$ cat src/rtl/dtti_pkg.sv
// ----------------------------------------------------------------------------
// dtti_pkg
// Shared types, constants and character class helpers for the decimal
// text to int32 converter.
// ----------------------------------------------------------------------------
package dtti_pkg;

  localparam int CHAR_W  = 8;
  localparam int VALUE_W = 32;
  // magnitude times ten plus a digit, with headroom for the limit compare
  localparam int PROD_W  = VALUE_W + 3;

  localparam logic [CHAR_W-1:0] CH_NUL   = 8'h00;
  localparam logic [CHAR_W-1:0] CH_TAB   = 8'h09;
  localparam logic [CHAR_W-1:0] CH_LF    = 8'h0A;
  localparam logic [CHAR_W-1:0] CH_VT    = 8'h0B;
  localparam logic [CHAR_W-1:0] CH_FF    = 8'h0C;
  localparam logic [CHAR_W-1:0] CH_CR    = 8'h0D;
  localparam logic [CHAR_W-1:0] CH_SPACE = 8'h20;
  localparam logic [CHAR_W-1:0] CH_MINUS = 8'h2D;
  localparam logic [CHAR_W-1:0] CH_ZERO  = 8'h30;
  localparam logic [CHAR_W-1:0] CH_NINE  = 8'h39;

  localparam logic [PROD_W-1:0] LIMIT_POS = PROD_W'(32'h7FFF_FFFF);
  localparam logic [PROD_W-1:0] LIMIT_NEG = PROD_W'(32'h8000_0000);

  typedef struct packed {
    logic [VALUE_W-1:0] value;
    logic               used_fallback;
  } result_t;

  function automatic logic is_ws(input logic [CHAR_W-1:0] c);
    return (c == CH_SPACE) || (c == CH_TAB) || (c == CH_LF) ||
           (c == CH_CR) || (c == CH_VT) || (c == CH_FF);
  endfunction

  function automatic logic is_digit(input logic [CHAR_W-1:0] c);
    return (c >= CH_ZERO) && (c <= CH_NINE);
  endfunction

endpackage

$ cat src/rtl/decimal_text_to_int32_core.sv
// ----------------------------------------------------------------------------
// decimal_text_to_int32_core
// Streaming ASCII decimal text to signed 32-bit integer, one byte per item.
// ----------------------------------------------------------------------------
//  channel | dir | tdata                 | tuser
//  in_     | in  | [7:0] char_code       | -
//  out_    | out | [31:0] value          | [0] used_fallback
//  cfg_    | in  | [31:0] fallback_value | - (write enable only)
//
//  one item per cycle unless a terminator stalls; phase/magnitude registered
//  a terminator byte passes the input register, then the result register
//  a held result stalls only a following terminator; other bytes keep flowing
//  reset: synchronous rst_n low, clears parse state and fallback_value to 0
// ----------------------------------------------------------------------------
module decimal_text_to_int32_core (
  input  logic                         clk,
  input  logic                         rst_n,
  input  logic                         in_tvalid,
  output logic                         in_tready,
  input  logic [dtti_pkg::CHAR_W-1:0]  in_tdata,   // [7:0] char_code
  output logic                         out_tvalid,
  input  logic                         out_tready,
  output logic [dtti_pkg::VALUE_W-1:0] out_tdata,  // [31:0] value
  output logic                         out_tuser,  // [0] used_fallback
  input  logic                         cfg_wr_en,
  input  logic [dtti_pkg::VALUE_W-1:0] cfg_wr_data
);

  logic                         hold_valid;
  logic [dtti_pkg::CHAR_W-1:0]  hold_char;
  logic                         take;
  logic                         is_term;
  logic                         out_full;
  dtti_pkg::result_t            result;
  logic [dtti_pkg::VALUE_W-1:0] fallback_r;

  always_ff @(posedge clk) begin
    if (!rst_n) begin
      fallback_r <= '0;
    end else if (cfg_wr_en) begin
      fallback_r <= cfg_wr_data;
    end
  end

  // only a terminator needs room in the result register
  assign take = hold_valid && (!is_term || !out_full || out_tready);

  dtti_in_stage u_in (
    .clk        (clk),
    .rst_n      (rst_n),
    .in_tvalid  (in_tvalid),
    .in_tready  (in_tready),
    .in_tdata   (in_tdata),
    .take       (take),
    .hold_valid (hold_valid),
    .hold_char  (hold_char)
  );

  dtti_parse u_parse (
    .clk            (clk),
    .rst_n          (rst_n),
    .step           (take),
    .char_code      (hold_char),
    .fallback_value (fallback_r),
    .is_term        (is_term),
    .result         (result)
  );

  dtti_out_stage u_out (
    .clk        (clk),
    .rst_n      (rst_n),
    .load       (take && is_term),
    .result     (result),
    .full       (out_full),
    .out_tvalid (out_tvalid),
    .out_tready (out_tready),
    .out_tdata  (out_tdata),
    .out_tuser  (out_tuser)
  );

endmodule

$ cat src/rtl/dtti_in_stage.sv
// ----------------------------------------------------------------------------
// dtti_in_stage
// Input register: holds one text byte until the parser takes it.
// ----------------------------------------------------------------------------
module dtti_in_stage (
  input  logic                        clk,
  input  logic                        rst_n,
  input  logic                        in_tvalid,
  output logic                        in_tready,
  input  logic [dtti_pkg::CHAR_W-1:0] in_tdata,
  input  logic                        take,
  output logic                        hold_valid,
  output logic [dtti_pkg::CHAR_W-1:0] hold_char
);

  logic                        valid_r;
  logic [dtti_pkg::CHAR_W-1:0] char_r;

  assign in_tready  = !valid_r || take;
  assign hold_valid = valid_r;
  assign hold_char  = char_r;

  always_ff @(posedge clk) begin
    if (!rst_n) begin
      valid_r <= 1'b0;
    end else if (in_tready) begin
      valid_r <= in_tvalid;
    end
    if (in_tvalid && in_tready) begin
      char_r <= in_tdata;
    end
  end

endmodule

$ cat src/rtl/dtti_parse.sv
// ----------------------------------------------------------------------------
// dtti_parse
// Parser state and per-byte update: phase, sign and magnitude, with the
// overflow check and the result formed at the terminator.
// ----------------------------------------------------------------------------
module dtti_parse (
  input  logic                         clk,
  input  logic                         rst_n,
  input  logic                         step,
  input  logic [dtti_pkg::CHAR_W-1:0]  char_code,
  input  logic [dtti_pkg::VALUE_W-1:0] fallback_value,
  output logic                         is_term,
  output dtti_pkg::result_t            result
);

  typedef enum logic [2:0] {
    PH_LEAD   = 3'd0,
    PH_SIGN   = 3'd1,
    PH_DIGITS = 3'd2,
    PH_TRAIL  = 3'd3,
    PH_FAIL   = 3'd4
  } phase_t;

  phase_t                       phase_r, phase_nxt;
  logic                         neg_r, neg_nxt;
  logic [dtti_pkg::VALUE_W-1:0] mag_r, mag_nxt;

  logic [dtti_pkg::PROD_W-1:0]  mag_ext;
  logic [dtti_pkg::PROD_W-1:0]  acc_sum;
  logic [dtti_pkg::PROD_W-1:0]  limit;
  logic                         ovf;
  logic                         ws;
  logic                         dig;
  logic                         ok;

  assign is_term = (char_code == dtti_pkg::CH_NUL);
  assign ws      = dtti_pkg::is_ws(char_code);
  assign dig     = dtti_pkg::is_digit(char_code);

  // mag * 10 + digit as two shifts and two adds
  assign mag_ext = dtti_pkg::PROD_W'(mag_r);
  assign acc_sum = (mag_ext << 3) + (mag_ext << 1)
                 + dtti_pkg::PROD_W'(char_code - dtti_pkg::CH_ZERO);
  assign limit   = neg_r ? dtti_pkg::LIMIT_NEG : dtti_pkg::LIMIT_POS;
  assign ovf     = acc_sum > limit;

  assign ok = (phase_r == PH_DIGITS) || (phase_r == PH_TRAIL);
  assign result.value         = ok ? (neg_r ? (~mag_r + 1'b1) : mag_r) : fallback_value;
  assign result.used_fallback = !ok;

  always_comb begin
    phase_nxt = phase_r;
    neg_nxt   = neg_r;
    mag_nxt   = mag_r;
    if (is_term) begin
      phase_nxt = PH_LEAD;
      neg_nxt   = 1'b0;
      mag_nxt   = '0;
    end else begin
      unique case (phase_r)
        PH_LEAD: begin
          if (ws) begin
            phase_nxt = PH_LEAD;
          end else if (char_code == dtti_pkg::CH_MINUS) begin
            neg_nxt   = 1'b1;
            phase_nxt = PH_SIGN;
          end else if (dig && !ovf) begin
            mag_nxt   = acc_sum[dtti_pkg::VALUE_W-1:0];
            phase_nxt = PH_DIGITS;
          end else begin
            phase_nxt = PH_FAIL;
          end
        end
        PH_SIGN: begin
          if (dig && !ovf) begin
            mag_nxt   = acc_sum[dtti_pkg::VALUE_W-1:0];
            phase_nxt = PH_DIGITS;
          end else begin
            phase_nxt = PH_FAIL;
          end
        end
        PH_DIGITS: begin
          if (dig) begin
            if (ovf) begin
              phase_nxt = PH_FAIL;
            end else begin
              mag_nxt = acc_sum[dtti_pkg::VALUE_W-1:0];
            end
          end else if (ws) begin
            phase_nxt = PH_TRAIL;
          end else begin
            phase_nxt = PH_FAIL;
          end
        end
        PH_TRAIL: begin
          if (!ws) begin
            phase_nxt = PH_FAIL;
          end
        end
        default: begin
          phase_nxt = PH_FAIL;
        end
      endcase
    end
  end

  always_ff @(posedge clk) begin
    if (!rst_n) begin
      phase_r <= PH_LEAD;
      neg_r   <= 1'b0;
      mag_r   <= '0;
    end else if (step) begin
      phase_r <= phase_nxt;
      neg_r   <= neg_nxt;
      mag_r   <= mag_nxt;
    end
  end

endmodule

$ cat src/rtl/dtti_out_stage.sv
// ----------------------------------------------------------------------------
// dtti_out_stage
// Result register: holds one result until the downstream side takes it.
// ----------------------------------------------------------------------------
module dtti_out_stage (
  input  logic                         clk,
  input  logic                         rst_n,
  input  logic                         load,
  input  dtti_pkg::result_t            result,
  output logic                         full,
  output logic                         out_tvalid,
  input  logic                         out_tready,
  output logic [dtti_pkg::VALUE_W-1:0] out_tdata,
  output logic                         out_tuser
);

  logic              valid_r;
  dtti_pkg::result_t res_r;

  assign full       = valid_r;
  assign out_tvalid = valid_r;
  assign out_tdata  = res_r.value;
  assign out_tuser  = res_r.used_fallback;

  always_ff @(posedge clk) begin
    if (!rst_n) begin
      valid_r <= 1'b0;
    end else if (load) begin
      valid_r <= 1'b1;
    end else if (out_tready) begin
      valid_r <= 1'b0;
    end
    if (load) begin
      res_r <= result;
    end
  end

endmodule

$ cat config.mk
export PLATFORM = sky130hd
export DESIGN_NAME = decimal_text_to_int32_core
export DESIGN_NICKNAME = d
export VERILOG_FILES = /design/src/rtl/dtti_pkg.sv /design/src/rtl/decimal_text_to_int32_core.sv /design/src/rtl/dtti_in_stage.sv /design/src/rtl/dtti_parse.sv /design/src/rtl/dtti_out_stage.sv
export SDC_FILE = /design/constraint.sdc
export NUM_CORES = 1
export LEC_CHECK = 0
export ABC_AREA = 1
export BUFFER_PORTS_ARGS = -buffer_cell sky130_fd_sc_hd__buf_4
export CORE_UTILIZATION = 30
export DETAILED_ROUTE_END_ITERATION = 6
export GPL_TIMING_DRIVEN = 0
export HOLD_SLACK_MARGIN = 0.15
export PLACE_DENSITY = 0.58
export SLEW_MARGIN = 20
export SYNTH_ARGS = -nofsm -noshare
export SYNTH_HDL_FRONTEND = slang
export SYNTH_HIERARCHICAL = 1
export SYNTH_SLANG_ARGS = --single-unit
export TNS_END_PERCENT = 1
$ cat constraint.sdc
create_clock -name clk -period 5.82 [get_ports clk]
set_input_delay 0.291 -clock clk [delete_from_list [all_inputs] [get_ports clk]]
set_output_delay 0.291 -clock clk [all_outputs]
set_load 0.01 [all_outputs]
==> impl_metrics.ini <==
[cells_and_area]
fin_nets = 1362
num_antenna_cells = 0
layout_commonest_cell = nand2_1
final_cell_mix = nand2_1 (237), nor2_1 (160), a21oi_1 (89)
post-route-cell-area_sq_um = 10110
drive_above_1_share_pct = 12.79
area_growth_pct = 18.62

[global_route]
top_usage_layer = met2
grt-ovfl-total = 0
grt_pass1_wl_um = 38340
grtUsageMet2_pct = 27.38
grt.met3_usage_pct = 3.077
gr-usage-all-layers_pct = 17.00
grt_max_degree = 32
antenna_found_initial = 0
grt_pass1_vias = 7408
grt.met1_usage_pct = 23.42

[synth]
ys_seq_area_share_pct = 30.90
syn_avg_cell_area_sq_um = 7.682
yosysUniqueCellTypes = 52
synth-main-ff-cell = dfxtp_1
synth_warnings = 6
syn_area_sq_um = 8519
synthArstFlopShare_pct = 0
syn-num-nets = 1256
synth_edf_count = 41
synth-seq-cells = 111
synthCells = 1109

[power]
pwr-share-clk_pct = 37.1
p_seq_share_pct = 49.0
finalPower_mw = 1.714
switching_power_uw = 484.6
p_comb_share_pct = 13.9
internal_power_mw = 1.229
p_sw_share_pct = 28.28
p_per_area_nw_per_um2 = 169.6
leakagePower_nw = 4.547
ir_drop_uv = 113.2

[timing]
setup-violations-final = 0
finalCriticalPeriod_ns = 5.360
fin_crit_sh_pct = 92.10
hold_slack_ns = 0.1561
worst_slew_pin_slew_ns = 0.7312
timing.fmax_ghz = 0.1866
final_hold_viol_count = 0
finalSetupTns_ns = 0
max_slew_margin_pct = 51.25
slew_viol_final = 0
finClkSkew_ns = 0.01144

[worst_hold_path]
whs_path_depth = 3
hp-class = input pin to register

[setup_path]
crit_path_end_kind = register
arrival_ns = 5.64
critPathMaxStageDelay_ns = 0.44
path_class = register to register
r2r_cells = 29
slowest_stage = edfxtp_1
cp-start-kind = register
worstPathMaxFanout = 18
crit_required_ns = 6.10
crit_top_cell = nand2_1

[run]
drv_cap = 0

[placement]
placed_area_sq_um = 9657
gp_congestion = 0.9282
io_buffers = 79
hpwl_um = 19180

[detailed_routing]
dr.pass1.iters = 5
vias_per_cell = 4.861
ant_nets = 0
initialDrtViolationCount = 436
wirelength_um = 24040
drc = 0
wire_per_inst_um = 15.04
dr_total_vias = 7768

[die]
coreArea_sq_um = 27860
die_y_um = 170.5
die-width_um = 170.5
rows = 61
die_area_sq_um = 29080
ios = 80
floorplan.initialDensity_pct = 30.58

[cts]
clockRootBuffer = clkbuf_16
clk_path_buf_depth = 2
cts.clk_slew.worst_paths_ns = 0.08
cts.sinks = 111
cts_made_buffers = 9
htree_levels = 3
cts_tree = yes
clkLatencyLatePin_ns = 0.36

[status]
status = complete, no violations
-- synthesized netlist by cell type (3+ instances only) --
cell,count,area share (%)
nand2_1,237,10
nor2_1,163,7.2
a21oi_1,89,5.2
inv_1,87,3.8
o21ai_0,83,4.9
ha_1,71,10
dfxtp_1,70,16
edfxtp_1,41,14
nand4_1,35,2.6
xor2_1,33,3.4
fa_1,31,7.3
nand3_1,27,1.6
xnor2_1,24,2.5
clkbuf_1,12,0.53
nor3_1,11,0.65
a31oi_1,8,0.59
buf_2,6,0.35
buf_6,6,0.79
nand2_2,6,0.44
o21bai_1,5,0.44
a21o_1,4,0.35
a21oi_2,4,0.41
inv_2,4,0.18
o21ai_1,4,0.23
a211oi_1,3,0.26
buf_8,3,0.53
clkbuf_2,3,0.18
clkbuf_4,3,0.26
nor4_1,3,0.22
o21ai_2,3,0.31
-- metrics by stage --
stage	cells	util (%)	setup WS (ns)
2_1_floorplan	1109	-	0.4050
3_3_place_gp	1566	34.42	-0.9881
3_5_place_dp	1568	34.66	-0.1660
4_1_cts	1598	36.22	0.06312
5_1_grt	1598	36.28	-0.03431
6_report	1598	36.28	0.4597
-- power groups by stage --
| stage | Sequential [mW] | Clock, mW | Combinational [mW] |
|---|---|---|---|
| 2_1_floorplan | 0.854 | 0 | 0.153 |
| 3_3_place_gp | 0.857 | 0 | 0.221 |
| 3_5_place_dp | 0.858 | 0 | 0.229 |
| 4_1_cts | 0.840 | 0.652 | 0.238 |
| 5_1_grt | 0.843 | 0.679 | 0.269 |
| 6_report | 0.840 | 0.636 | 0.237 |
-- critical path: cells and delay by family (launching register included) --
family | cells | cell delay (ns)
compound gates | 5 | 1.05
xor+xnor | 1 | 0.20
fa+ha+maj | 3 | 1.15
buf+inv | 3 | 0.46
flops | 1 | 0.44
simple gates | 17 | 1.96
-- area by class of cell --
type                            count  area, sq um
Buffer                             35        236.5
Inverter                           92        345.3
Sequential cell                   111         2634
Fill cell                        2961        17750
Clock inverter                      7        70.07
Tap cell                          378        473.0
Clock buffer                        9        225.2
Timing Repair Buffer               95        785.8
Multi-Input combinational cell    871         5336
-- sequential cells by signal, indices dropped and copies added, names as in the netlist --
register,cells
fallback_r,32
u_in/hold_valid,1
u_parse/mag_r,32
u_out/full,1
u_out/out_tuser,1
u_in/hold_char,8
u_parse/neg_r,1
u_out/out_tdata,32
u_parse/phase_r,3
-- cell families (layout without fill, tap and decap cells) --
group / Yosys count / count (layout) / synth area share, %
AOI/OAI and AO/OA: 213 / 213 / 13.91
xor gates and xnor gates: 57 / 57 / 5.860
adders and majority gates: 102 / 102 / 17.71
buffers and inverters: 127 / 238 / 6.829
DFF: 111 / 111 / 30.90
and+or+nand+nor: 499 / 499 / 24.79
-- routing by layer --
| metal | part of all wire (%) | vias up |
|---|---|---|
| li1 | - | 3914 |
| met1 | 48 | 3594 |
| met2 | 45 | 233 |
| met3 | 5.8 | 27 |
| met4 | 1.5 | 0 |
| met5 | 0 | - |
-- repair_timing --
action	CTS	global route
buffers inserted	1	0
resized for setup	0	5
endpoints found under the setup margin	33	35
gates cloned	0	0
endpoints found under the hold margin	13	0
hold buffers	13	0
pin swaps	1	0
-- path summary, 6_finish.rpt --
path         slack (ns)              start           endpoint
min                0.16    cfg_wr_data[27]     fallback_r[27]
min reg2reg        0.49    u_in/hold_valid    u_in/hold_valid
max                0.46  u_in/hold_char[6]  u_parse/mag_r[20]
max reg2reg        0.46  u_in/hold_char[6]  u_parse/mag_r[20]
Note: power is estimated with default switching activity, not from simulation.
